===== src/sprng_pkg.sv =====
// Shared types, constants and helpers for the stopping power range integrator.
`default_nettype none
package sprng_pkg;

  localparam logic [31:0] K_Q32      = 32'd1318877082;
  localparam logic [27:0] LN2_Q28    = 28'd186065280;
  localparam logic [31:0] TWO_ME_EV8 = 32'd261632000;

  typedef enum logic [2:0] {
    REG_DENSITY    = 3'd0,
    REG_STEP       = 3'd1,
    REG_CUTOFF     = 3'd2,
    REG_LIMIT      = 3'd3,
    REG_EXCITATION = 3'd4,
    REG_ZOA        = 3'd5,
    REG_MASS       = 3'd6,
    REG_NONE       = 3'd7
  } reg_idx_t;

  typedef enum logic [1:0] {
    LS_TM,
    LS_IP,
    LS_GB
  } log_sel_t;

  typedef enum logic [5:0] {
    ST_IDLE, ST_FIRST,
    ST_K_GO, ST_K_W, ST_D_GO, ST_D_W,
    ST_LG_NORM, ST_LG_PREP, ST_LG_SQ_GO, ST_LG_SQ_W, ST_LG_END,
    ST_U_GO, ST_U_W, ST_GB_GO, ST_GB_W, ST_R_GO, ST_R_W, ST_R2_GO, ST_R2_W,
    ST_B2_GO, ST_B2_W, ST_LN_GO, ST_LN_W, ST_C_GO, ST_C_W,
    ST_Q_GO, ST_Q_W, ST_F_GO, ST_F_W, ST_LS_GO, ST_LS_W,
    ST_PART_GO, ST_PART_W, ST_ZL_GO, ST_ZL_W, ST_ZM_GO, ST_ZM_W, ST_CHK
  } state_t;

  typedef struct packed {
    logic busy;
    logic done;
  } unit_stat_t;

  // (product >> 32), saturating to 64 bits
  function automatic logic [63:0] sat_shr32(input logic [127:0] p);
    sat_shr32 = (p[127:96] != 32'd0) ? {64{1'b1}} : p[95:32];
  endfunction

  // (product >> 28), saturating to 64 bits
  function automatic logic [63:0] sat_shr28(input logic [127:0] p);
    sat_shr28 = (p[127:92] != 36'd0) ? {64{1'b1}} : p[91:28];
  endfunction

endpackage
`default_nettype wire


===== src/sprng_div.sv =====
// Restoring 64/64 divider, one quotient bit per cycle.
`default_nettype none
module sprng_div import sprng_pkg::*; (
  input  wire logic        clk,
  input  wire logic        rst,
  input  wire logic        start,
  input  wire logic [63:0] dividend,
  input  wire logic [63:0] divisor,
  output logic      [63:0] quot,
  output logic      [63:0] rem,
  output unit_stat_t       stat
);

  logic [63:0] q;
  logic [63:0] r;
  logic [63:0] d_r;
  logic [5:0]  cnt;
  logic        busy;
  logic        done;
  logic [65:0] diff;

  // shift the next dividend bit into the partial remainder and try a subtract
  assign diff = {1'b0, r, q[63]} - {2'b00, d_r};

  always_ff @(posedge clk) begin
    if (rst) begin
      busy <= 1'b0;
      done <= 1'b0;
      cnt  <= 6'd0;
    end else begin
      done <= 1'b0;
      if (start) begin
        q    <= dividend;
        r    <= '0;
        d_r  <= divisor;
        cnt  <= 6'd0;
        busy <= 1'b1;
      end else if (busy) begin
        q <= {q[62:0], ~diff[65]};
        if (!diff[65]) begin
          r <= diff[63:0];
        end else begin
          r <= {r[62:0], q[63]};
        end
        cnt <= cnt + 6'd1;
        if (cnt == 6'd63) begin
          busy <= 1'b0;
          done <= 1'b1;
        end
      end
    end
  end

  assign quot      = q;
  assign rem       = r;
  assign stat.busy = busy;
  assign stat.done = done;

endmodule
`default_nettype wire


===== config.mk =====
export PLATFORM = sky130hd
export DESIGN_NAME = sprng_div
export DESIGN_NICKNAME = d
export VERILOG_FILES = /design/src/sprng_pkg.sv /design/src/sprng_div.sv
export SDC_FILE = /design/constraint.sdc
export NUM_CORES = 1
export LEC_CHECK = 0
export ABC_AREA = 1
export BUFFER_PORTS_ARGS = -buffer_cell sky130_fd_sc_hd__buf_2
export CAP_MARGIN = 20
export CORE_MARGIN = 4
export CORE_UTILIZATION = 33
export CTS_CLUSTER_SIZE = 16
export DETAILED_ROUTE_END_ITERATION = 10
export PLACE_DENSITY_LB_ADDON = 0.05
export SYNTH_ARGS = -nofsm -noshare
export SYNTH_HDL_FRONTEND = slang
export SYNTH_SLANG_ARGS = --single-unit

===== constraint.sdc =====
create_clock -name clk -period 21 [get_ports clk]
set_clock_uncertainty 0.2 [all_clocks]
set_input_delay 0 -clock clk [delete_from_list [all_inputs] [get_ports clk]]
set_output_delay 0 -clock clk [all_outputs]
set_load 0.05 [all_outputs]

Word level (Yosys, flattened, before mapping)
Cells that the tools add are included.
{ "word_totals": {"register_bits": 200, "in_bits": 131, "output_inout_bits": 130, "word_cells": 25} }
{ "op_classes": {"addsub": 2, "n_eq_ne": 1, "muxes": 8, "bitwise": 3, "n_reduce_logical": 5} }
{ "op_table": {"columns": ["cell", "n"], "rows": [
  ["64-bit two-way mux", 4],
  ["65-bit by 64-bit subtractor with 66-bit output", 1],
  ["6-bit by 1-bit adder with 6-bit output (second input constant)", 1],
  ["6-bit == test (second input constant)", 1],
  ["1-bit two-way mux", 4],
  ["2-bit AND reduction", 2],
  ["1-bit NOT", 3],
  ["3-bit OR reduction", 1],
  ["2-bit nonzero test", 1],
  ["2-bit OR reduction", 1]
]} }

Longest topological paths before layout
{ "depth": {"word_depth": 4, "mapped_depth": 19, "mapped_depth_nobuf": 18} }

Worst setup path before layout
OpenSTA, ideal clock, no wires.
{ "synth_path": {"path_kind": "reg-to-reg", "from": "register busy", "to": "register q[0] (netlist: quot[0]) (enable)", "setup_time_ps": 661, "arrival_time_ps": 6687, "t_required_ps": 20139, "setup_slack_ps": 13453, "path_stages_with_launch": 3, "path_buffers": 0, "period_less_slack_ps": 7547, "path_cell_list": "dfxtp_1 -> inv_1 -> a21oi_1"} }
{ "synth_between": {"elab_chain_cells": 2} }
{ "synth_rtl": {"columns": ["item", "line_no", "rtl"], "rows": [
  ["start, declared", "sprng_div.sv:18", "logic busy;"],
  ["start signal, assigned", "sprng_div.sv:27", "busy <= 1'b0;"],
  ["start signal, assigned", "sprng_div.sv:37", "busy <= 1'b1;"],
  ["start signal, assigned", "sprng_div.sv:47", "busy <= 1'b0;"],
  ["2-bit nonzero test (no line)", null, null],
  ["2-bit AND reduction (no line)", null, null],
  ["end signal, assigned", "sprng_div.sv:33", "q <= dividend;"],
  ["end signal, assigned", "sprng_div.sv:39", "q <= {q[62:0], ~diff[65]};"],
  ["end, declared", "sprng_div.sv:14", "logic [63:0] q;"]
]} }
No other way between the ends.
A chain may end at the register's enable or synchronous reset.

Worst setup path after layout
{ "layout_path": {"from": "register r[46] (netlist: rem[46])", "to": "register r[23] (netlist: rem[23]) (data pin)"} }
{ "layout_between": {"elab_chain_cells": 3} }
{ "layout_rtl": {"columns": ["item", "line_no", "rtl"], "rows": [
  ["start, declared", "sprng_div.sv:15", "logic [63:0] r;"],
  ["start signal, assigned", "sprng_div.sv:41", "r <= diff[63:0];"],
  ["start signal, assigned", "sprng_div.sv:43", "r <= {r[62:0], q[63]};"],
  ["65-bit by 64-bit subtractor with 66-bit output", "sprng_div.sv:23", "assign diff = {1'b0, r, q[63]} - {2'b00, d_r};"],
  ["64-bit two-way mux", "sprng_div.sv:40", "if (!diff[65]) begin"],
  ["64-bit two-way mux", "sprng_div.sv:38", "end else if (busy) begin"]
]} }
No other way between the ends. The select of a mux whose other input is x is not followed.

==> out/metrics.cfg <==
[sta]
worstMarginPinSlew_ps=991.1
fin_hold_ws_ps=46.80
final-setup-viol-count=0
min_period_over_period_pct=19.07
slew_violations=0
tns_ps=0
fmax_mhz=249.7
period_minus_slack_ps=4004
max_slew_margin_pct=33.93
rsz0062_at_grt=no
hold_viol_final=0

[run]
cap_viol_max_count=0

[global_route]
grt_pass1_vias=14140
grt-ovfl-total=0
grt_first_pass_wirelength_mm=79.12
antenna_found_initial=0
grt_use_total_pct=21.44
grt_start_max_net_pins=68

[floorplanning]
start_util_pct=33.65
coreArea_mm2=0.04336
fp-row-count=76
dieArea_mm2=0.04765
pin_count=261
die_y_um=218.3
die_w_um=218.3

[logic_synthesis]
synth-edff-count=192
synth.largest_area_cell=edfxtp_1
synth_ff_type=edfxtp_1
synth_compound_area_share_pct=1.963
synth_area_mm2=0.01459
synth.top_cells.by_area=edfxtp_1 (40%), nand2_1 (24%), inv_1 (11%)
synthArstFlopShare_pct=0
synth.area.mux_share_pct=0
yosysSeqAreaShare_pct=40.61
synth_seq_cells=200
synth_warnings=0
syn_avg_cell_area_um2=6.841
synth_common_cells=nand2_1 (941), inv_1 (422), nor2_1 (208)
yosys.area_share.simple_pct=37.10
ys_types=40
yosys.area_share.adder_pct=5.710
synth_top_family_by_area=simple AND/OR/NAND/NOR gates
synth_xor_area_share_pct=1.921
synth_top_area_share_pct=39.51
synth.net_count=2330
synth.most_common_cell=nand2_1
synthCells=2133

[pwr]
irDropWorstVdd_mv=0.05894
power.total_uw=1361
p_leak_uw=0.01020
power_density_mw_per_mm2=71.93

[placed_design]
routabilityCongestion=0.9652
place_area_mm2=0.01647
portBuffers=260
hpwl_mm=40.00

[outcome]
status=finished clean

[critical_path]
critPathArrivalTime_ps=4150
cp_slowest_cell=inv_2
r2r-end=rem[23]$_SDFFCE_PP0P_
cp-start-kind=flop
ff2ff_setup_slack_ps=17000
max_stage_delay_ps=710
crit_path_end=rem[23]$_SDFFCE_PP0P_
endpoint_kind=flop
reg2reg_depth=14
path_max_fanout=49
required_ps=21150
crit_path_frequent_cell=nand2_1
r2r-start=rem[46]$_SDFFCE_PP0P_
crit_chain=ha_1 -> nand2_1 -> inv_1 -> nand2_1 -> nand2_1 -> inv_1 -> nand2_1 -> a21oi_4 -> nor2_4 -> nor2_8 -> nand2_4 -> inv_2 -> nor2_1 -> nor2_1
critPathKind=reg -> reg
worstSetupStartpoint=rem[46]$_SDFFCE_PP0P_

[clocking]
cts.root.buffer_cell=clkbuf_16
cts_buffer_depth=2
clk_latency_ps=500
htree_levels=4
cts.sinks=200
cts-resized-gates=0
path_clk_slew_ps=80
numCtsBuffers=17
cts_tree=yes

[detailed_routing]
drc_errors=0
route.detailed.wl_per_inst_um=16.08
num_vias=14190
drt-total-wl_mm=50.87
viasPerCell=4.484
dr.first_iter.drc_count=840
dr.pass1.iters=6
drtAntennaViolNets=0

[layout]
nets=2763
diodes=0
drive_above_1_share_pct=13.57
final_area_mm2=0.01892
area_delta_synth_final_pct=29.62

[hold_path]
hold_path.class=in -> reg

## cell families (layout without fill, tap and decap cells)
group | count (synthesis) | in the layout
simple gates | 1309 | 1309
compound gates | 54 | 54
fa+ha+maj | 66 | 66
flops | 200 | 200
xor+xnor | 32 | 32
buf+inv | 472 | 918
## power by group
part | switching (uW) | internal (uW) | total [uW]
clock | 175 | 168 | 343
sequential | 19.0 | 481 | 500
combinational | 357 | 161 | 518
total | 551 | 809 | 1360
## cells in the final DEF, fill, tap and decap left out, types with 9 or more instances in the layout
master	n
clkbuf_16	17
dlygate4sd3_1	186
inv_1	421
nand3_2	16
nand3_1	44
ha_1	65
nor2_2	9
nand4_1	19
nand2_1	941
nand3b_1	39
nor3_1	12
buf_2	260
nor2_1	207
inv_2	11
xor2_1	31
edfxtp_1	192
a21oi_1	41
## through the flow
stage | util (%) | setup slack [ps] | std cells
6_report | 43.62 | 17000 | 3164
5_1_grt | 43.62 | 16600 | 3164
4_1_cts | 43.62 | 16960 | 3164
3_5_place_dp | 37.98 | 17010 | 2946
3_3_place_gp | 37.98 | 17050 | 2946
2_1_floorplan | - | 13450 | 2133
## layer usage
layer	routed length [um]	global-route usage, %	part of all wire (%)	vias to the layer above
met3	2695	4.185	5.3	41
met4	871	5.793	1.7	0
li1	-	-	-	7322
met2	23080	34.91	45	344
met5	0	0	0	-
met1	24220	29.23	48	6480
## sequential cells by signal, summed over array words and instances (netlist names)
signal,cells
cnt,6
d_r,64
quot,64
rem,64
done,1
busy,1
## worst min path at each step
stage	startpoint	end	depth (start not counted)
after global routing	divisor[33]	d_r[33]$_DFFE_PP_	2
after detailed placement	divisor[32]	d_r[32]$_DFFE_PP_	1
after CTS	divisor[42]	d_r[42]$_DFFE_PP_	2
final	divisor[42]	d_r[42]$_DFFE_PP_	2
after floorplan	rst	done$_SDFF_PP0_	1
after global placement	divisor[57]	d_r[57]$_DFFE_PP_	1
## timing repair
action	in CTS	in global routing
setup buffers	0	0
hold endpoints to repair	135	0
endpoints found under the setup margin	0	0
hold buffers	186	0
## final cells by class
class | instances | area (um2)
fill | 4703 | 24450
multi-input combinational | 1461 | 6833
sequential | 200 | 5926
timing repair buffer | 452 | 3208
inverter | 434 | 1632
tap | 585 | 732.0
clock buffer | 17 | 425.4
clock inverter | 15 | 160.2
## critical path, delay by kind of cell (launching register included)
kind                     cells  cell delay, ps
AO/OA/AOI/OAI                1             220
adder cells (fa/ha/maj)      1             450
buffers and inverters        3             820
flip-flops                   1             430
AND/OR/NAND/NOR              9            1640
(Power assumes the default switching activity.)
