<file path="src/sprng_pkg.sv">
// Shared types, constants and helpers for the stopping power range integrator.
`default_nettype none
package sprng_pkg;

  localparam logic [31:0] K_Q32      = 32'd1318877082;
  localparam logic [27:0] LN2_Q28    = 28'd186065280;
  localparam logic [31:0] TWO_ME_EV8 = 32'd261632000;

  typedef enum logic [2:0] {
    REG_DENSITY    = 3'd0,
    REG_STEP       = 3'd1,
    REG_CUTOFF     = 3'd2,
    REG_LIMIT      = 3'd3,
    REG_EXCITATION = 3'd4,
    REG_ZOA        = 3'd5,
    REG_MASS       = 3'd6,
    REG_NONE       = 3'd7
  } reg_idx_t;

  typedef enum logic [1:0] {
    LS_TM,
    LS_IP,
    LS_GB
  } log_sel_t;

  typedef enum logic [5:0] {
    ST_IDLE, ST_FIRST,
    ST_K_GO, ST_K_W, ST_D_GO, ST_D_W,
    ST_LG_NORM, ST_LG_PREP, ST_LG_SQ_GO, ST_LG_SQ_W, ST_LG_END,
    ST_U_GO, ST_U_W, ST_GB_GO, ST_GB_W, ST_R_GO, ST_R_W, ST_R2_GO, ST_R2_W,
    ST_B2_GO, ST_B2_W, ST_LN_GO, ST_LN_W, ST_C_GO, ST_C_W,
    ST_Q_GO, ST_Q_W, ST_F_GO, ST_F_W, ST_LS_GO, ST_LS_W,
    ST_PART_GO, ST_PART_W, ST_ZL_GO, ST_ZL_W, ST_ZM_GO, ST_ZM_W, ST_CHK
  } state_t;

  typedef struct packed {
    logic busy;
    logic done;
  } unit_stat_t;

  // (product >> 32), saturating to 64 bits
  function automatic logic [63:0] sat_shr32(input logic [127:0] p);
    sat_shr32 = (p[127:96] != 32'd0) ? {64{1'b1}} : p[95:32];
  endfunction

  // (product >> 28), saturating to 64 bits
  function automatic logic [63:0] sat_shr28(input logic [127:0] p);
    sat_shr28 = (p[127:92] != 36'd0) ? {64{1'b1}} : p[91:28];
  endfunction

endpackage
`default_nettype wire

</file>
<file path="src/sprng_mul.sv">
// Iterative 64x64 multiplier built on one 32x32 multiplier, four partial products.
`default_nettype none
module sprng_mul import sprng_pkg::*; (
  input  wire logic         clk,
  input  wire logic         rst,
  input  wire logic         start,
  input  wire logic [63:0]  a,
  input  wire logic [63:0]  b,
  output logic      [127:0] prod,
  output unit_stat_t        stat
);

  logic [63:0]  a_r;
  logic [63:0]  b_r;
  logic [127:0] acc;
  logic [1:0]   cnt;
  logic         busy;
  logic         done;
  logic [31:0]  ah;
  logic [31:0]  bh;
  logic [63:0]  pp;
  logic [127:0] pp_sh;

  assign ah = cnt[1] ? a_r[63:32] : a_r[31:0];
  assign bh = cnt[0] ? b_r[63:32] : b_r[31:0];
  assign pp = {32'd0, ah} * {32'd0, bh};

  always_comb begin
    case (cnt)
      2'd0:    pp_sh = {64'd0, pp};
      2'd3:    pp_sh = {pp, 64'd0};
      default: pp_sh = {32'd0, pp, 32'd0};
    endcase
  end

  always_ff @(posedge clk) begin
    if (rst) begin
      busy <= 1'b0;
      done <= 1'b0;
      cnt  <= 2'd0;
    end else begin
      done <= 1'b0;
      if (start) begin
        a_r  <= a;
        b_r  <= b;
        acc  <= '0;
        cnt  <= 2'd0;
        busy <= 1'b1;
      end else if (busy) begin
        acc <= acc + pp_sh;
        cnt <= cnt + 2'd1;
        if (cnt == 2'd3) begin
          busy <= 1'b0;
          done <= 1'b1;
        end
      end
    end
  end

  assign prod      = acc;
  assign stat.busy = busy;
  assign stat.done = done;

endmodule
`default_nettype wire

</file>
<file path="config.mk">
export PLATFORM = sky130hd
export DESIGN_NAME = sprng_mul
export DESIGN_NICKNAME = d
export VERILOG_FILES = /design/src/sprng_pkg.sv /design/src/sprng_mul.sv
export SDC_FILE = /design/constraint.sdc
export NUM_CORES = 2
export LEC_CHECK = 0
export ABC_AREA = 1
export BUFFER_PORTS_ARGS = -buffer_cell sky130_fd_sc_hd__clkbuf_2
export CORE_MARGIN = 3
export CORE_UTILIZATION = 55
export CTS_BUF_LIST = sky130_fd_sc_hd__clkbuf_4 sky130_fd_sc_hd__clkbuf_8
export DETAILED_ROUTE_END_ITERATION = 7
export HOLD_SLACK_MARGIN = 0.05
export PLACE_DENSITY = 0.71
export RECOVER_POWER = 100
export SYNTH_ARGS = -nofsm -noshare
export SYNTH_HDL_FRONTEND = slang
export SYNTH_SLANG_ARGS = --single-unit
</file>
<file path="constraint.sdc">
create_clock -name clk -period 20.2 [get_ports clk]
set_clock_uncertainty 0.2 [all_clocks]
set_input_delay 0 -clock clk [delete_from_list [all_inputs] [get_ports clk]]
set_output_delay 0 -clock clk [all_outputs]
set_load 0.01 [all_outputs]
</file>
* Yosys cells after proc, flatten, opt, wreduce, memory -nomap -nowiden
Cells that the tools add are included.
Storage, ports and cells: output and inout bits 130, bits in registers 260, logic and storage cells 26, input port bits 131
Cells by class: bitwise operators 2, muxes and demuxes 8, $mul 1, reduce and logical (&&, ||, !) cells 6, add/subtract/negate cells 2, equal/unequal tests 1
Operator list (count):
- 128-bit one-hot mux with 2 select lines | 1
- 128-bit adder | 1
- 128-bit two-way mux | 1
- 32-bit by 32-bit multiplier with 64-bit output | 1
- 32-bit two-way mux | 2
- 1-bit two-way mux | 4
- 2-bit AND reduction | 2
- 3-bit OR reduction | 1
- 2-bit by 1-bit adder with 2-bit output (second input constant) | 1
- 2-bit == test (second input constant) | 1
- 2-bit zero test | 1
- 1-bit NOT | 2
- 2-bit nonzero test | 1
- 2-bit OR reduction | 1

* Depth between registers and ports, before layout
depth after elaboration 5, gate-level depth with buffers 54, mapped depth without buffers 50

* Worst setup path before layout
Ideal clock, no wire load.
kind flip-flop to flip-flop, start point register cnt[0], end point register acc[110] (netlist: prod[110]), data pin, setup time 0.253 ns, setup slack 11.224 ns, path buffers 3, period minus slack after synthesis 8.976 ns, required time 19.747 ns, arrival time 8.523 ns, stages on the path, launching flop included 46, cell sequence dfxtp_1 buf_2 inv_2 clkbuf_1 or2_2 o21ai_1 clkbuf_1 nor2_1 fa_1 inv_1 fa_1 inv_1 fa_1 inv_1 fa_1 inv_1 fa_1 fa_1 [... 10 more ...] nand2_1 nand2_1 nand3_1 o21ai_0 ha_1 nand2_2 nor2_1 inv_2 nor2_2 inv_2 nor2_4 inv_2 nor4_1 nand2_1 nand3_1 nand2_1 nand2_1 nor2_1
Between the ends: longest elaborated chain between the ends 5, elaborated cells on any way between the ends 7, those cells by class 1 x add/sub; 1 x mul; 1 x eq/ne; 3 x mux; 1 x reduce/logical
Ends and longest elaborated chain:
- start, declared | RTL line sprng_mul.sv:16 | logic [1:0] cnt;
- start signal, assigned | RTL line sprng_mul.sv:51 | cnt <= cnt + 2'd1;
- 32-bit two-way mux | RTL line sprng_mul.sv:25 | assign bh = cnt[0] ? b_r[63:32] : b_r[31:0];
- 32-bit by 32-bit multiplier with 64-bit output | RTL line sprng_mul.sv:26 | assign pp = {32'd0, ah} * {32'd0, bh};
- 128-bit one-hot mux with 2 select lines * | RTL line sprng_mul.sv:29 | case (cnt)
- 128-bit adder * | RTL line sprng_mul.sv:50 | acc <= acc + pp_sh;
- 128-bit two-way mux * | RTL line sprng_mul.sv:49 | end else if (busy) begin
- end signal, assigned | RTL line sprng_mul.sv:50
- end, declared | RTL line sprng_mul.sv:15 | logic [127:0] acc;
Mark *: on every way between the ends. The rest lies on a longest branch, timed or not. The select of a mux whose other input is x is not followed. A chain may end at the register's enable or synchronous reset.

* Worst setup path after layout
start point register cnt[1], end point register acc[121] (netlist: prod[121]), data pin
Between the ends: longest elaborated chain between the ends 5, elaborated cells on any way between the ends 7, those cells by class 1 x add/sub; 1 x mul; 1 x eq/ne; 3 x mux; 1 x reduce/logical
Ends and longest elaborated chain:
- 32-bit two-way mux | RTL line sprng_mul.sv:24 | assign ah = cnt[1] ? a_r[63:32] : a_r[31:0];
- 32-bit by 32-bit multiplier with 64-bit output | RTL line sprng_mul.sv:26
- 128-bit one-hot mux with 2 select lines * | RTL line sprng_mul.sv:29
- 128-bit adder * | RTL line sprng_mul.sv:50
- 128-bit two-way mux * | RTL line sprng_mul.sv:49
Marked as above.

==> run metrics <==
post-cts sizing count 0; measured slew at the worst slew-check pin 4.21 ns; Worst EP arrival around 15 ns; GRT overflow 0; core area 97000 sq um; WS Path Type reg -> reg; die height 319 um; max-slew violations roughly 350; Most used DFF post-synth edfxtp_1; io pins 261; met3 WL around 26000 um; FF-to-FF path depth 36; Synth cell types 52; vias per inst approximately 5.9; Max Used Layer met5; WL met2 approximately 110000 um; # clock sinks 260; number of flops mapped to enable cells by yosys 256; detailed placement HPWL 185000 um; number of warnings issued by yosys 0; synthesized netlist cell count roughly 7000; initial antenna violation count 11; P&R area growth vs syn 11.5%; # setup viols final 0; Layout Cell Area excl Fill 60300 sq um; failing checks capacitance limit, slew limit; WL met1 ~77000 um; Period Utilization, post-route 0.729; WP data required approximately 21 ns; first-pass GRT wire length between 300000 and 400000 um; Slew headroom -1.81; Top Family by Delay on Critical Path adder cells; number of global-route vias before repair ~54000; synthesized net count 8445; H-tree depth 2; largest net degree at the start of global routing 73; Avg Inst Size Synth 7.70 sq um; Critical Path Source Type register; Post-synth ARST share 0; Pre-antenna DRT Iters 8; pre-CTS setup slack about 8 ns; Worst-path clk slew 0.08 ns; total CTS buffers 52; Final Critical Period ~15 ns; port bufs 260; Detailed Route Iter0 Violations between 5000 and 6000; worst skew pair latency 0.82 ns; Area contributors post-synth fa_1, edfxtp_1, inv_1; initial cell density of the core 0.557; FF+latch count, synth 260; CP max FO 34; fin worst setup slack between 5 and 6 ns; GP Congestion 1.07; CP peak stage delay 2.07 ns; final hold vios 0; slowest cell on the critical path clkbuf_1; fin util 0.621; Post-Synthesis Cell Area 54000 sq um; DP Area approximately 57000 sq um; status finished, violations left; DR WL/cell approximately 27 um; layout cell share with drive strength beyond 1 0.0716; CP Capture Type register; via count between 50000 and 60000; total global-route track usage 0.464; # hold bufs at CTS ~260; sequential share of the synthesized area 0.144; Yosys top cell area share 0.332; setup bufs post-CTS 0; Hold Crit Depth 3; CTS tree built; clock buffer depth 3; drt drc 0; Nets 8914; CTS Root Cell clkbuf_8; RSZ-0062 raised after global routing no; # rows 114; WL final 237000 um; Achievable Freq slightly below 70 MHz; Synth area leader fa_1; die area 102000 sq um; crit path buf inv count 6; fillcell total between 8000 and 9000; Max Cap Viol 7; antenna-violating nets left 0; CP Depth 36; Hold Path Class in -> reg; DIE WIDTH 319 um; setup_tns 0 ns
[cell usage after synthesis (65+ instances only)]
cell / instances
nor2_1: 1234
a21oi_1: 426
or2_2: 65
o21ai_0: 307
nand3_1: 155
nand2_1: 1174
ha_1: 399
inv_2: 65
clkbuf_1: 127
inv_1: 1396
edfxtp_1: 256
fa_1: 897
[layout by cell type, fill, tap and decap left out, types with 15 or more instances in the layout]
cell / instances
o21bai_1: 34
o22ai_1: 18
fa_1: 897
clkinv_1: 36
nand2_2: 16
buf_4: 87
clkbuf_1: 152
nand4_1: 15
o21a_1: 17
or2_2: 65
nand2_1: 1194
inv_2: 58
inv_1: 1398
clkbuf_4: 18
o21ai_0: 295
a21o_1: 27
clkbuf_8: 55
o21ai_1: 30
nor2_2: 32
xnor2_1: 20
dlygate4sd3_1: 259
edfxtp_1: 256
nor3_2: 18
a21oi_1: 431
nor2_1: 1242
xor2_1: 22
nor3_1: 29
o21ai_2: 42
nand3_1: 158
clkbuf_2: 114
ha_1: 399
[worst min-delay path, stage by stage]
cell	delay, ns
dlygate4sd3_1	0.52
clkbuf_2	0.09
dlygate4sd3_1	0.52
[cell families after synthesis]
| family | share of synthesized area |
|---|---|
| AOI/OAI and AO/OA | 0.0947 |
| xor gates and xnor gates | 0.00681 |
| adders and majority gates | 0.425 |
| buffers and inverters | 0.118 |
| DFF | 0.144 |
| and+or+nand+nor | 0.212 |
[flip-flops by register name, indices dropped and copies added, names as in the netlist]
| register | flops |
|---|---|
| prod | 128 |
| a_r | 64 |
| b_r | 64 |
| cnt | 2 |
| busy | 1 |
| done | 1 |
[per-layer routing]
metal  GRT usage  vias to the layer above
li1            -                    22400
met1       0.515                    25000
met2       0.735                     3595
met3       0.126                     1130
met4       0.414                       10
met5           0                        -
[path summary, 6_finish.rpt]
path,startpoint,to,slack [ns]
worst max-delay path,cnt[1],prod[121],5.48
worst min register to register,busy,cnt[1],0.45
worst min-delay path,b[54],b_r[54],0.24
worst max register to register,cnt[1],prod[121],5.48
[stage by stage]
stage / hold slack, ns / std cells
2_1_floorplan: -0.101 / 7018
3_3_place_gp: -0.0229 / 8449
3_5_place_dp: -0.0214 / 8450
4_1_cts: 0.184 / 8805
5_1_grt: 0.266 / 8807
6_report: 0.244 / 8811
[area by class of cell]
class | instances | area [sq um] | area share
Tap cell | 1276 | 1600 | 0.0265
Sequential cell | 260 | 7770 | 0.129
Antenna cell | 6 | 15.0 | 0.000249
Inverter | 1481 | 5560 | 0.0923
Timing Repair Buffer | 612 | 4390 | 0.0728
Multi-Input combinational cell | 5080 | 39900 | 0.662
Clock buffer | 73 | 892 | 0.0148
Clock inverter | 23 | 161 | 0.00268
Power is left out: the tool's default activity adds up to more than one toggle a clock period on the data nets, which glitch-free logic cannot reach.
